## src/hw/rtl/pipw_pkg.sv

```systemverilog
// Package: shared types, constants and CORDIC table for the winding-number core.
`timescale 1ns / 1ps
package pipw_pkg;

  localparam int unsigned MaxVerticesDef = 16;
  localparam int unsigned CoordBitsDef   = 16;
  localparam int unsigned CountBits      = 5;
  localparam int unsigned AngleBits      = 16;
  localparam int unsigned SumBits        = 21;
  localparam int unsigned CordicSteps    = 14;
  localparam int unsigned StepBits       = 4;

  typedef enum logic {
    OP_LOAD  = 1'b0,
    OP_QUERY = 1'b1
  } op_e;

  typedef enum logic [1:0] {
    BK_IDLE,
    BK_FETCH,
    BK_ROT,
    BK_DONE
  } bk_state_e;

  function automatic logic [AngleBits-1:0] atan_unit(input logic [StepBits-1:0] i);
    logic [AngleBits-1:0] r;
    unique case (i)
      4'd0:    r = 16'd8192;
      4'd1:    r = 16'd4836;
      4'd2:    r = 16'd2555;
      4'd3:    r = 16'd1297;
      4'd4:    r = 16'd651;
      4'd5:    r = 16'd326;
      4'd6:    r = 16'd163;
      4'd7:    r = 16'd81;
      4'd8:    r = 16'd41;
      4'd9:    r = 16'd20;
      4'd10:   r = 16'd10;
      4'd11:   r = 16'd5;
      4'd12:   r = 16'd3;
      4'd13:   r = 16'd1;
      default: r = '0;
    endcase
    return r;
  endfunction

endpackage

```

## src/hw/rtl/pipw_cordic.sv

```systemverilog
// Iterative CORDIC vectoring unit: one rotation step per cycle, binary angle out.
`timescale 1ns / 1ps
module pipw_cordic #(
  parameter int unsigned W = 20
) (
  input  logic                            clk_i,
  input  logic                            rst_ni,
  input  logic                            start_i,
  input  logic signed [W-1:0]             dx_i,
  input  logic signed [W-1:0]             dy_i,
  output logic                            done_o,
  output logic [pipw_pkg::AngleBits-1:0]  angle_o
);
  import pipw_pkg::*;

  // gain ~1.65 over 14 steps; two extra bits cover growth
  localparam int unsigned XW = W + 2;

  logic signed [XW-1:0] x_q, x_d, y_q, y_d;
  logic [AngleBits-1:0] z_q, z_d;
  logic [StepBits-1:0]  i_q, i_d;
  logic                 run_q, run_d, done_q, done_d;
  logic signed [XW-1:0] sx, sy;

  always_comb begin
    x_d = x_q; y_d = y_q; z_d = z_q; i_d = i_q; run_d = run_q; done_d = 1'b0;
    sx = x_q >>> i_q;
    sy = y_q >>> i_q;
    if (start_i) begin
      if (dx_i < 0) begin
        x_d = -XW'(dx_i); y_d = -XW'(dy_i); z_d = AngleBits'(1) << (AngleBits - 1);
      end else begin
        x_d = XW'(dx_i); y_d = XW'(dy_i); z_d = '0;
      end
      i_d = '0;
      run_d = 1'b1;
    end else if (run_q) begin
      if (!y_q[XW-1]) begin
        x_d = x_q + sy; y_d = y_q - sx; z_d = z_q + atan_unit(i_q);
      end else begin
        x_d = x_q - sy; y_d = y_q + sx; z_d = z_q - atan_unit(i_q);
      end
      i_d = i_q + StepBits'(1);
      if (i_q == StepBits'(CordicSteps - 1)) begin
        run_d = 1'b0;
        done_d = 1'b1;
      end
    end
  end

  always_ff @(posedge clk_i or negedge rst_ni) begin
    if (!rst_ni) begin
      run_q <= 1'b0; done_q <= 1'b0; i_q <= '0;
    end else begin
      run_q <= run_d; done_q <= done_d; i_q <= i_d;
    end
  end

  always_ff @(posedge clk_i) begin
    x_q <= x_d; y_q <= y_d; z_q <= z_d;
  end

  assign done_o  = done_q;
  assign angle_o = z_q;

`ifndef SYNTH
  a_done_ends_run: assert property (@(posedge clk_i) disable iff (!rst_ni)
    done_q |-> !run_q) else $error("cordic done while running");
  a_start_runs: assert property (@(posedge clk_i) disable iff (!rst_ni)
    start_i |=> run_q && i_q == '0) else $error("cordic start lost");
  a_done_after_last: assert property (@(posedge clk_i) disable iff (!rst_ni)
    done_q |-> $past(run_q)) else $error("cordic done without run");
`endif
endmodule

```

## src/hw/rtl/pipw_front.sv

```systemverilog
// Front end: accepts items and queues loads and queries, in order, for the back end.
`timescale 1ns / 1ps
module pipw_front #(
  parameter int unsigned MAX_VERTICES = pipw_pkg::MaxVerticesDef,
  parameter int unsigned COORD_BITS   = pipw_pkg::CoordBitsDef
) (
  input  logic                          clk_i,
  input  logic                          rst_ni,
  input  logic                          start_i,
  output logic                          busy_o,
  input  logic                          operation_i,
  input  logic [3:0]                    vertex_index_i,
  input  logic signed [COORD_BITS-1:0]  coord_x_i,
  input  logic signed [COORD_BITS-1:0]  coord_y_i,
  output logic                          q_valid_o,
  output logic                          q_op_o,
  output logic [3:0]                    q_index_o,
  output logic [2*COORD_BITS-1:0]       q_point_o,
  input  logic                          q_pop_i
);
  import pipw_pkg::*;

  localparam int unsigned EW = 2 * COORD_BITS + 5;

  // two-entry item queue; loads go through it too so table writes stay in order
  logic [1:0]    cnt_q, cnt_d;
  logic          rd_q, wp_q;
  logic [EW-1:0] mem_q [2];
  logic          push;

  assign busy_o = (cnt_q == 2'd2);
  assign push   = start_i && !busy_o;

  assign q_valid_o = (cnt_q != 2'd0);
  assign {q_op_o, q_index_o, q_point_o} = mem_q[rd_q];

  always_comb begin
    cnt_d = cnt_q;
    if (push && !q_pop_i) cnt_d = cnt_q + 2'd1;
    else if (!push && q_pop_i) cnt_d = cnt_q - 2'd1;
  end

  always_ff @(posedge clk_i or negedge rst_ni) begin
    if (!rst_ni) begin
      cnt_q <= '0; rd_q <= 1'b0; wp_q <= 1'b0;
    end else begin
      cnt_q <= cnt_d;
      if (push) wp_q <= !wp_q;
      if (q_pop_i) rd_q <= !rd_q;
    end
  end

  always_ff @(posedge clk_i) begin
    if (push) mem_q[wp_q] <= {operation_i, vertex_index_i, coord_x_i, coord_y_i};
  end

`ifndef SYNTH
  a_no_overflow: assert property (@(posedge clk_i) disable iff (!rst_ni)
    cnt_q <= 2'd2) else $error("query queue overflow");
  a_pop_valid: assert property (@(posedge clk_i) disable iff (!rst_ni)
    q_pop_i |-> q_valid_o) else $error("pop from empty queue");
  a_push_count: assert property (@(posedge clk_i) disable iff (!rst_ni)
    push && !q_pop_i |=> cnt_q == $past(cnt_q) + 2'd1) else $error("queue count slip");
`endif
endmodule

```

## src/hw/rtl/pipw_back.sv

```systemverilog
// Back end: writes loads to the table; per query runs CORDIC per vertex, sums the winding.
`timescale 1ns / 1ps
module pipw_back #(
  parameter int unsigned MAX_VERTICES = pipw_pkg::MaxVerticesDef,
  parameter int unsigned COORD_BITS   = pipw_pkg::CoordBitsDef
) (
  input  logic                                 clk_i,
  input  logic                                 rst_ni,
  input  logic [pipw_pkg::CountBits-1:0]       count_i,
  input  logic                                 q_valid_i,
  input  logic                                 q_op_i,
  input  logic [3:0]                           q_index_i,
  input  logic [2*COORD_BITS-1:0]              q_point_i,
  output logic                                 q_pop_o,
  output logic                                 res_valid_o,
  output logic                                 inside_res_o,
  output logic signed [pipw_pkg::SumBits-1:0]  winding_sum_o
);
  import pipw_pkg::*;

  localparam int unsigned AW = $clog2(MAX_VERTICES);
  localparam int unsigned NW = $clog2(MAX_VERTICES + 1);
  localparam int unsigned DW = COORD_BITS + 1;
  localparam int unsigned SW = AngleBits + NW + 1;

  logic [2*COORD_BITS-1:0] tab_q [MAX_VERTICES];
  logic [2*COORD_BITS-1:0] rdata_q;

  bk_state_e st_q, st_d;
  logic [NW-1:0] n_q, n_d, k_q, k_d;
  logic [AW-1:0] addr;
  logic signed [COORD_BITS-1:0] px_q, py_q;
  logic [AngleBits-1:0] first_q, first_d, prev_q, prev_d;
  logic signed [SW-1:0] sum_q, sum_d;
  logic cstart, cdone, pop, wr_en;
  logic [AngleBits-1:0] cang, diff;
  logic signed [DW-1:0] dx, dy;
  logic [NW-1:0] ncap;
  logic res_d, res_q, ins_q;
  logic signed [SumBits-1:0] shown_q;
  logic signed [SW-1:0] fsum;

  // loads out of table range are dropped
  assign wr_en = pop && (op_e'(q_op_i) == OP_LOAD) &&
                 (32'(q_index_i) < 32'(MAX_VERTICES));

  // table: one write port, one registered read port
  always_ff @(posedge clk_i) begin
    if (wr_en) tab_q[AW'(q_index_i)] <= q_point_i;
    rdata_q <= tab_q[addr];
  end

  assign ncap = (32'(count_i) > 32'(MAX_VERTICES)) ? NW'(MAX_VERTICES) : NW'(count_i);
  // read the next vertex index so its data is ready in FETCH
  assign addr = AW'(k_d);

  assign dx = DW'($signed(rdata_q[2*COORD_BITS-1:COORD_BITS])) - DW'(px_q);
  assign dy = DW'($signed(rdata_q[COORD_BITS-1:0])) - DW'(py_q);
  assign diff = cang - prev_q;

  pipw_cordic #(.W(DW)) u_cordic (
    .clk_i, .rst_ni, .start_i(cstart), .dx_i(dx), .dy_i(dy),
    .done_o(cdone), .angle_o(cang)
  );

  always_comb begin
    st_d = st_q; n_d = n_q; k_d = k_q; first_d = first_q; prev_d = prev_q;
    sum_d = sum_q; cstart = 1'b0; pop = 1'b0; res_d = 1'b0;
    unique case (st_q)
      BK_IDLE: begin
        if (q_valid_i) begin
          pop = 1'b1;
          if (op_e'(q_op_i) == OP_QUERY) begin
            n_d = ncap; k_d = '0; sum_d = '0;
            st_d = (ncap == '0) ? BK_DONE : BK_FETCH;
          end
        end
      end
      BK_FETCH: begin
        cstart = 1'b1;
        st_d = BK_ROT;
      end
      BK_ROT: begin
        if (cdone) begin
          if (k_q == '0) first_d = cang;
          else sum_d = sum_q + SW'($signed(diff));
          prev_d = cang;
          if (k_q == n_q - NW'(1)) begin
            // last vertex: its own step plus the closing step back to the first
            sum_d = sum_q + SW'($signed(diff)) + SW'($signed(first_q - cang));
            if (k_q == '0) sum_d = '0;
            st_d = BK_DONE;
          end else begin
            k_d = k_q + NW'(1);
            st_d = BK_FETCH;
          end
        end
      end
      BK_DONE: begin
        res_d = 1'b1;
        st_d = BK_IDLE;
      end
      default: st_d = BK_IDLE;
    endcase
  end

  // final sum is complete in DONE
  assign fsum = sum_q;

  always_ff @(posedge clk_i or negedge rst_ni) begin
    if (!rst_ni) begin
      st_q <= BK_IDLE; res_q <= 1'b0;
    end else begin
      st_q <= st_d; res_q <= res_d;
    end
  end

  always_ff @(posedge clk_i) begin
    n_q <= n_d; k_q <= k_d; first_q <= first_d; prev_q <= prev_d; sum_q <= sum_d;
    if (pop) begin
      px_q <= $signed(q_point_i[2*COORD_BITS-1:COORD_BITS]);
      py_q <= $signed(q_point_i[COORD_BITS-1:0]);
    end
    if (res_d) begin
      ins_q <= (fsum >= SW'(32768)) || (fsum <= -SW'(32768));
      if (fsum > SW'(1048575)) shown_q <= SumBits'(1048575);
      else if (fsum < -SW'(1048576)) shown_q <= SumBits'(-1048576);
      else shown_q <= SumBits'(fsum);
    end
  end

  assign q_pop_o       = pop;
  assign res_valid_o   = res_q;
  assign inside_res_o  = ins_q;
  assign winding_sum_o = shown_q;

`ifndef SYNTH
  a_pop_idle: assert property (@(posedge clk_i) disable iff (!rst_ni)
    pop |-> st_q == BK_IDLE) else $error("pop outside idle");
  a_res_after_done: assert property (@(posedge clk_i) disable iff (!rst_ni)
    res_q |-> $past(st_q) == BK_DONE) else $error("result without done");
  a_k_range: assert property (@(posedge clk_i) disable iff (!rst_ni)
    st_q == BK_ROT |-> k_q < n_q) else $error("vertex index out of range");
`endif
endmodule

```

## src/hw/rtl/point_in_polygon_winding_core.sv

```systemverilog
// Top level: winding-number point-in-polygon core.
// Use: raise start with an item; a transfer happens at a rising edge where busy
// is low. operation_i = load writes (coord_x_i, coord_y_i) to the vertex slot
// vertex_index_i and gives no result. operation_i = query tests the point
// against the first vertex_count vertices (capped at MAX_VERTICES), cyclically.
// vertex_count must be written through cfg_we_i / cfg_wdata_i only while nothing is
// in flight; the core does not enforce this. Every query gives one result on
// inside_res_o / winding_sum_o, marked by a one-cycle done_o strobe; the receiver
// cannot stall it. All items pass in order through a two-entry queue; busy rises
// only when it is full. The back end writes a load when it dequeues it and handles a
// query of N vertices as a dequeue, then per vertex a fetch, 14 iterative CORDIC
// steps and a done, then a finish; the shared CORDIC sets the rate, and the queue
// can take new items while the back end is still working on a query.
// Reset clears control state and sets vertex_count to 3; vertex table
// contents are undefined until written.
`timescale 1ns / 1ps
module point_in_polygon_winding_core #(
  parameter int unsigned MAX_VERTICES = pipw_pkg::MaxVerticesDef,
  parameter int unsigned COORD_BITS   = pipw_pkg::CoordBitsDef
) (
  input  logic                                clk_i,
  input  logic                                rst_ni,
  input  logic                                start,
  output logic                                busy,
  input  logic                                operation_i,
  input  logic [3:0]                          vertex_index_i,
  input  logic signed [COORD_BITS-1:0]        coord_x_i,
  input  logic signed [COORD_BITS-1:0]        coord_y_i,
  input  logic                                cfg_we_i,
  input  logic [pipw_pkg::CountBits-1:0]      cfg_wdata_i,
  output logic                                done_o,
  output logic                                inside_res_o,
  output logic signed [pipw_pkg::SumBits-1:0] winding_sum_o
);
  import pipw_pkg::*;

  logic [CountBits-1:0]    count_q;
  logic                    q_valid, q_pop, q_op;
  logic [3:0]              q_index;
  logic [2*COORD_BITS-1:0] q_point;

  always_ff @(posedge clk_i or negedge rst_ni) begin
    if (!rst_ni) count_q <= CountBits'(3);
    else if (cfg_we_i) count_q <= cfg_wdata_i;
  end

  pipw_front #(.MAX_VERTICES(MAX_VERTICES), .COORD_BITS(COORD_BITS)) u_front (
    .clk_i, .rst_ni, .start_i(start), .busy_o(busy),
    .operation_i, .vertex_index_i, .coord_x_i, .coord_y_i,
    .q_valid_o(q_valid), .q_op_o(q_op), .q_index_o(q_index),
    .q_point_o(q_point), .q_pop_i(q_pop)
  );

  pipw_back #(.MAX_VERTICES(MAX_VERTICES), .COORD_BITS(COORD_BITS)) u_back (
    .clk_i, .rst_ni, .count_i(count_q),
    .q_valid_i(q_valid), .q_op_i(q_op), .q_index_i(q_index),
    .q_point_i(q_point), .q_pop_o(q_pop),
    .res_valid_o(done_o), .inside_res_o, .winding_sum_o
  );
endmodule
```

## config.mk

```make
export PLATFORM = sky130hd
export DESIGN_NAME = point_in_polygon_winding_core
export DESIGN_NICKNAME = d
export VERILOG_FILES = /design/src/hw/rtl/pipw_pkg.sv /design/src/hw/rtl/pipw_cordic.sv /design/src/hw/rtl/pipw_front.sv /design/src/hw/rtl/pipw_back.sv /design/src/hw/rtl/point_in_polygon_winding_core.sv
export SDC_FILE = /design/constraint.sdc
export NUM_CORES = 1
export LEC_CHECK = 0
export BUFFER_PORTS_ARGS = -buffer_cell sky130_fd_sc_hd__clkbuf_2
export CORE_UTILIZATION = 42
export CTS_CLUSTER_SIZE = 20
export DETAILED_ROUTE_END_ITERATION = 12
export HOLD_SLACK_MARGIN = 0.06
export PLACE_DENSITY_LB_ADDON = 0.1
export SETUP_SLACK_MARGIN = 0.1
export SYNTH_ARGS = -nofsm -noshare
export SYNTH_HDL_FRONTEND = slang
export SYNTH_HIERARCHICAL = 1
export SYNTH_SLANG_ARGS = --single-unit
export TNS_END_PERCENT = 5
```

## constraint.sdc

```tcl
create_clock -name clk_i -period 6 [get_ports clk_i]
set_input_delay 0.6 -clock clk_i [delete_from_list [all_inputs] [get_ports clk_i]]
set_output_delay 0.6 -clock clk_i [all_outputs]
set_load 0.05 [all_outputs]
```

After elaboration in Yosys (flattened, before gate mapping)
Memory sizes are Yosys's and may differ from the RTL's. A register that Yosys moved wholly into a read port is not among the register bits.
Cells that the tools add are included.
Widths: inputs -> output; s select.
{"block": "op_classes", "n_shift": 2, "bitwise": 1, "n_reduce_logical": 23, "order_cmp": 6, "mux": 56, "addsub": 19, "n_eq_ne": 11}
{"cell": "$mux 16", "count": 10}
{"cell": "$mux 19", "count": 8}
{"cell": "$mux 22", "count": 6}
{"cell": "$sub 16x16->16", "count": 3}
{"cell": "$add 22x16->22", "count": 2}
{"cell": "$pmux 22 s2", "count": 1}
{"cell": "$add 19x19->19", "count": 2}
{"cell": "$neg 17->19", "count": 2}
{"cell": "$sshr 19x4->19", "count": 2}
{"cell": "$sub 19x19->19", "count": 2}
{"cell": "$sub 16x16->17", "count": 2}
{"cell": "$mux 5", "count": 5}
{"cell": "$ge 22x17->1 const B", "count": 1}
{"cell": "$gt 22x21->1 const B", "count": 1}
{"cell": "$le 22x16->1 const B", "count": 1}
{"cell": "$lt 22x21->1 const B", "count": 1}
{"cell": "$mux 21", "count": 1}
{"cell": "$lt 17x1->1 const B", "count": 1}
{"cell": "$add 16x16->16", "count": 1}
{"cell": "$mux 1", "count": 14}
{"cell": "$mux 2", "count": 7}
{"cell": "$logic_not 5->1", "count": 2}
{"cell": "$pmux 5 s2", "count": 1}
{"cell": "$reduce_and 5->1", "count": 2}
{"cell": "other kinds (23)", "count": 40}
{"block": "word_totals", "mem_count": 4, "wordCells": 144, "out_inout_bits": 24, "reg_bits": 190, "ramBits": 586, "mem_bits_ro": 448}
{"memory": "u_back.tab_q", "depth": 16, "width": 32, "rd": 1, "rd_clocked_by_memory_dff": 1, "write_ports": 1, "line_no": "pipw_back.sv:26", "source": "logic [2*COORD_BITS-1:0] tab_q [MAX_VERTICES];"}
{"memory": "(no name shown)", "depth": 16, "width": 14, "rd": 1, "rd_clocked_by_memory_dff": 0, "write_ports": 0, "line_no": "pipw_pkg.sv:27", "source": "unique case (i)"}
{"memory": "(no name shown)", "depth": 16, "width": 14, "rd": 1, "rd_clocked_by_memory_dff": 0, "write_ports": 0, "line_no": "pipw_pkg.sv:27"}
{"memory": "u_front.mem_q", "depth": 2, "width": 37, "rd": 1, "rd_clocked_by_memory_dff": 0, "write_ports": 1, "line_no": "pipw_front.sv:28", "source": "logic [EW-1:0] mem_q [2];"}

Depth between registers and ports, before layout
An unclocked memory read counts as a cell.
{"block": "logic_depth", "word_depth": 8, "depth_mapped": 30}

Hierarchy
Netlist, hierarchy kept.
{"module": "pipw_back", "area_per_inst_um2": 30219.0, "cells_each": 2512, "instances": 1}
{"module": "pipw_cordic", "area_per_inst_um2": 8962.3, "cells_each": 1057, "instances": 1}
{"module": "pipw_front", "area_per_inst_um2": 2950.3, "cells_each": 134, "instances": 1}
{"module": "point_in_polygon_winding_core", "area_per_inst_um2": 183.9, "cells_each": 10, "instances": 1}

Least setup slack after synthesis
No wires, ideal clock.
{"block": "synth_path", "kind": "register to register", "start": "register u_back.u_cordic.z_q[0], in the netlist u_back/u_cordic/angle_o[0]", "end": "register u_back.sum_q[21], in the netlist u_back/fsum[21], data pin", "period_less_slack_ps": 5279, "t_arrival_ps": 5014, "stages_incl_launch_ff": 29, "path_slack_ps": 721, "path_buffers": 0, "path_cell_list": "edfxtp_1 -> inv_1 -> ha_1 -> fa_1 -> nor2b_1 -> o21ai_0 -> a21boi_0 -> o21ai_0 -> a21boi_0 -> o21ai_0 -> a21oi_1 -> o41ai_1 -> xnor2_1 -> ha_1 -> a21oi_1 -> o22ai_1 -> a211oi_1 -> o21bai_1 -> xor2_1 -> ha_1 -> and4_1 -> and3_1 -> a21oi_1 -> o311ai_0 -> a41oi_1 -> xor2_1 -> nor2_1 -> nand2_1 -> o211ai_1"}
{"block": "synth_between", "elab_chain_cells": 7, "elab_cells_between_ends": 9}
{"element": "from (decl)", "line_no": "pipw_cordic.sv:20", "source": "logic [AngleBits-1:0] z_q, z_d;"}
{"element": "from (signal assigned)", "line_no": "pipw_cordic.sv:60", "source": "x_q <= x_d; y_q <= y_d; z_q <= z_d;"}
{"element": "$sub 16x16->16", "line_no": "pipw_back.sv:59", "source": "assign diff = cang - prev_q;"}
{"element": "$add 22x16->22", "line_no": "pipw_back.sv:86, pipw_back.sv:90"}
{"element": "$add 22x16->22", "line_no": "pipw_back.sv:90", "source": "sum_d = sum_q + SW'($signed(diff)) + SW'($signed(first_q - cang));"}
{"element": "$mux 22", "line_no": "pipw_back.sv:91", "source": "if (k_q == '0) sum_d = '0;"}
{"element": "$mux 22 (*)", "line_no": "pipw_back.sv:88", "source": "if (k_q == n_q - NW'(1)) begin"}
{"element": "$mux 22 (*)", "line_no": "pipw_back.sv:84", "source": "if (cdone) begin"}
{"element": "$pmux 22 s2 (*)", "line_no": "pipw_back.sv:69", "source": "unique case (st_q)"}
{"element": "to (signal assigned)", "line_no": "pipw_back.sv:119", "source": "n_q <= n_d; k_q <= k_d; first_q <= first_d; prev_q <= prev_d; sum_q <= sum_d;"}
{"element": "to (decl)", "line_no": "pipw_back.sv:34", "source": "logic signed [SW-1:0] sum_q, sum_d;"}
Mark *: on every way between the ends. The rest lies on a longest branch, timed or not. The select of a mux whose other input is x is not followed.
A chain may end at the register's enable or synchronous reset.

Worst setup path after layout
Same ends and word-level chain as after synthesis.

==> metrics.md <==
| Metric | Value |
|---|---|
| Area of the mapped netlist | `42,320 um2` |
| Final wirelength | `106.0 mm` |
| CTS tree | `done` |
| Die Ht | `319.4 um` |
| Peak clock frequency supported by timing | `0.1798 GHz` |
| Clock latency reported for the late side of the worst-skew pair | `0.68 ns` |
| Xor/xnor share of the synthesized area | `0.04077` |
| Mean routed wirelength per cell | `20.60 um` |
| Most frequent cells in the layout | `754 x sky130_fd_sc_hd__edfxtp_1, 438 x sky130_fd_sc_hd__nand2_1, 401 x sky130_fd_sc_hd__nor2_1` |
| Number of detailed-route iterations in the first pass | `5` |
| Max-cap violations | `0` |
| GR Overflow Total | `0` |
| Run status | `complete, no violations` |
| Die extent in x | `319.4 um` |
| Share of synthesized area spent on multiplexers | `0.04539` |
| Cell count of the worst reg-to-reg path | `28` |
| Type of origin of the critical path | `flop` |
| Clock Tree Buf Depth | `3` |
| Most common cell after layout, fill and taps aside | `sky130_fd_sc_hd__edfxtp_1` |
| Critical path data required time | `6.41 ns` |
| Hold EP | `u_front/mem_q[1][18]` |
| Adder-cell area share of the yosys netlist | `0.05600` |
| Worst-Margin Slew | `1.185 ns` |
| Critical path data arrival time | `5.97 ns` |
| Proportion of layout cells with a drive suffix above 1 | `0.1161` |
| Initial Util | `0.4232` |
| Reg-to-reg startpoint | `u_back/u_cordic/angle_o[0]` |
| Initial DRC Count | `2,397` |
| First-pass GRT wire length | `161.4 mm` |
| Main synth FF type | `sky130_fd_sc_hd__edfxtp_1` |
| Fraction of the core area covered by cells at the end of the flow | `0.4741` |
| Period utilisation layout | `0.9270` |
| Via count of the first global-routing pass | `26,740` |
| Cell depth of the worst hold path | `1` |
| Worst reg-to-reg setup slack | `0.44 ns` |
| Total count of hold-check failures in the final report | `0` |
| Cell at the root of the clock tree | `sky130_fd_sc_hd__clkbuf_16` |
| Num ports | `70` |
| Num Clock Sinks | `808` |
| Count of inserted antenna diode cells | `0` |
| Via count normalized by instance count | `5.543` |
| Port buffer count | `69` |
| Syn Nets | `3,943` |
| Routability cong. | `0.8467` |
| Capturing point of the worst reg2reg path | `u_back/fsum[21]` |
| Die footprint | `102,000 um2` |
| Number of warning messages in the yosys log | `6` |
| Startpoint of the worst hold path | `coord_x_i[2]` |
| Placeable core region | `100,000 um2` |
| Largest family of logic cells by synthesized area | `simple AND/OR/NAND/NOR gates` |
| Count of unique library cells instantiated by Yosys | `103` |
| Nature of the critical path endpoint | `flop` |
| Total of flip-flops plus latches after synthesis | `808` |
| Pins Over Slew Limit | `0` |
| Number of antenna-violating nets in the routed design | `0` |
| Cell count after synthesis | `3,713` |
| Maximum level of the CTS H-tree | `3` |
| Compound-cell area share of the yosys netlist | `0.1270` |
| Pin count of the biggest net entering global routing | `110` |
| Via count of the routed design | `28,530` |
| Critical-path cell with the highest stage delay | `sky130_fd_sc_hd__edfxtp_1` |
| Nets | `4,002` |
| Critical path peak fanout | `5` |
| Site Rows | `116` |
| Period minus WS final | `5.562 ns` |
| Sequential area share after synthesis | `0.5628` |
| Basic-gate share of the synthesized area counting and, or, nand and nor cells | `0.1349` |
| Relative area change from synthesis to final layout | `12.03%` |
| Mean instance size in the synthesized netlist | `11.40 um2` |
| Final HPWL DP | `67.21 mm` |
| Critical Path Max Stage Delay | `0.39 ns` |
| DRC | `0` |
| Final setup violating endpoints | `0` |
| Proportion of synthesized flip-flops having asynchronous set or reset | `0.02228` |
| Headroom to the max-slew limit | `0.2081` |
| RSZ-0062 raised after global routing | `true` |
| Clock slew at the register clock pins of the worst setup and hold paths | `0.06 ns` |
| Antenna violations before repair | `0` |
| Number of enable flip-flop cells after synthesis | `754` |
| Overall global routing resource usage | `0.2044` |
| Type of the most critical hold path | `in2reg` |
| Largest clock skew in the final design | `0.03637 ns` |
| Category of the most critical setup path | `reg2reg` |
| Number of clock buffers inserted by TritonCTS | `89` |
| Crit-path most repeated cell | `sky130_fd_sc_hd__ha_1` |
## repair_timing
item | 4_1_cts | 5_1_grt
gates resized for setup | 1 | 11
hold buffers | 1 | 0
pin swaps | 1 | 8
buffers inserted | 0 | 2
hold endpoints to repair | 16 | 0
setup endpoints to repair | 1 | 8
## worst max path at each step
stage                                from              end  slack (ns)  depth (start not counted)
2_1_floorplan  u_back/u_cordic/angle_o[0]  u_back/fsum[21]        0.72                         28
3_3_place_gp             u_back/prev_q[0]  u_back/fsum[21]        0.06                         29
3_5_place_dp             u_back/prev_q[0]  u_back/fsum[21]        0.05                         29
4_1_cts                  u_back/prev_q[0]  u_back/fsum[21]        0.10                         29
5_1_grt        u_back/u_cordic/angle_o[0]  u_back/fsum[21]       -0.03                         28
6_report       u_back/u_cordic/angle_o[0]  u_back/fsum[21]        0.44                         28
## logic make-up after synthesis
family                   after synthesis
buffers and inverters                327
multiplexers                         127
AND/OR/NAND/NOR                     1265
adder cells (fa/ha/maj)              184
XOR/XNOR                             192
AO/OA/AOI/OAI                        810
flip-flops                           808
## synthesized netlist by cell type (8+ instances only)
cell                        number  area (um2)
sky130_fd_sc_hd__edfxtp_1      754       22640
sky130_fd_sc_hd__nand2_1       439        1648
sky130_fd_sc_hd__nor2_1        416        1562
sky130_fd_sc_hd__ha_1          175        2190
sky130_fd_sc_hd__o21ai_0       150       750.7
sky130_fd_sc_hd__inv_1         147       551.8
sky130_fd_sc_hd__a21oi_1       134       670.6
sky130_fd_sc_hd__xnor2_1       110       963.4
sky130_fd_sc_hd__nand3_1       104       520.5
sky130_fd_sc_hd__clkbuf_1       93       349.1
sky130_fd_sc_hd__a211oi_1       86       645.6
sky130_fd_sc_hd__o211ai_1       84       630.6
sky130_fd_sc_hd__a31oi_1        82       513.0
sky130_fd_sc_hd__xor2_1         79       691.9
sky130_fd_sc_hd__and2_1         72       450.4
sky130_fd_sc_hd__nor3_1         65       325.3
sky130_fd_sc_hd__buf_2          53       265.3
sky130_fd_sc_hd__a22oi_1        47       352.8
sky130_fd_sc_hd__nor2b_1        40       250.2
sky130_fd_sc_hd__mux4_2         38       855.8
sky130_fd_sc_hd__dfxtp_1        36       720.7
sky130_fd_sc_hd__a21o_1         34       255.2
sky130_fd_sc_hd__mux2_2         30       337.8
sky130_fd_sc_hd__mux2i_1        30       300.3
sky130_fd_sc_hd__o21a_1         28       210.2
sky130_fd_sc_hd__nand2b_1       23       143.9
sky130_fd_sc_hd__o31ai_1        23       172.7
sky130_fd_sc_hd__mux2_4         22       330.3
sky130_fd_sc_hd__or3_1          19       118.9
sky130_fd_sc_hd__o21bai_1       18       135.1
sky130_fd_sc_hd__a21boi_0       17       127.6
sky130_fd_sc_hd__buf_1          16       60.06
sky130_fd_sc_hd__dfrtp_1        16       400.4
sky130_fd_sc_hd__o21ai_1        14       70.07
sky130_fd_sc_hd__and3_1         13       81.33
sky130_fd_sc_hd__o22ai_1        11       68.82
sky130_fd_sc_hd__or2_2          11       68.82
sky130_fd_sc_hd__buf_6           9       101.4
sky130_fd_sc_hd__fa_1            9       180.2
sky130_fd_sc_hd__nand4_1         9       56.30
sky130_fd_sc_hd__o2111ai_1       8       70.07
sky130_fd_sc_hd__o41ai_1         8       70.07
## registers in the layout (all words and copies together) (netlist names), 2 cells and up
name and flops:
u_back/n_q 5, u_back/prev_q 16, u_back/u_cordic/x_q 19, u_back/k_q 5
u_back/rdata_q 32, u_back/u_cordic/i_q 4, u_back/st_q 2, u_back/winding_sum_o 21
u_back/u_cordic/y_q 19, u_back/first_q 16, u_front/mem_q 74, u_back/tab_q 512
u_front/cnt_q 2, u_back/u_cordic/angle_o 16, count_q 5, u_back/px_q 16
u_back/py_q 16, u_back/fsum 22
## worst max-delay path, delay by kind of cell (launching register included)
kind	cells	cell delay (ns)
flip-flops	1	0.39
AO/OA/AOI/OAI	15	2.56
buffers and inverters	1	0.07
adder cells (fa/ha/maj)	4	1.02
AND/OR/NAND/NOR	5	0.63
XOR/XNOR	3	0.62
## through the flow
stage	instances	setup TNS, ns	area [um2]	worst slack [ns]	hold slack (ns)
after floorplan	3713	0	42320	0.7207	0.3044
after global placement	4976	0	44250	0.05789	0.4833
after detailed placement	4976	0	44250	0.05426	0.4826
after CTS	5145	0	47340	0.1043	0.06210
after global routing	5147	-0.02735	47410	-0.02735	0.07308
final	5147	0	47410	0.4382	0.1067
## layer usage
layer  vias up  GRT usage  share of wire
met2       605     0.3257           0.46
met5         -          0              0
met1     13930     0.2912           0.47
li1      13850          -              -
met4         0    0.05855          0.024
met3       155    0.02698          0.044
## area by class of cell
type                       count  area [um2]
inverter                     149       566.8
sequential                   808       23820
fill                        9032       52590
timing repair buffer         146        1013
clock inverter                52       684.4
multi-input combinational   2578       17310
tap                         1298        1624
clock buffer                 116        2389
Power is left out: the tool's default activity adds up to more than one toggle a clock period on the data nets, which glitch-free logic cannot reach.
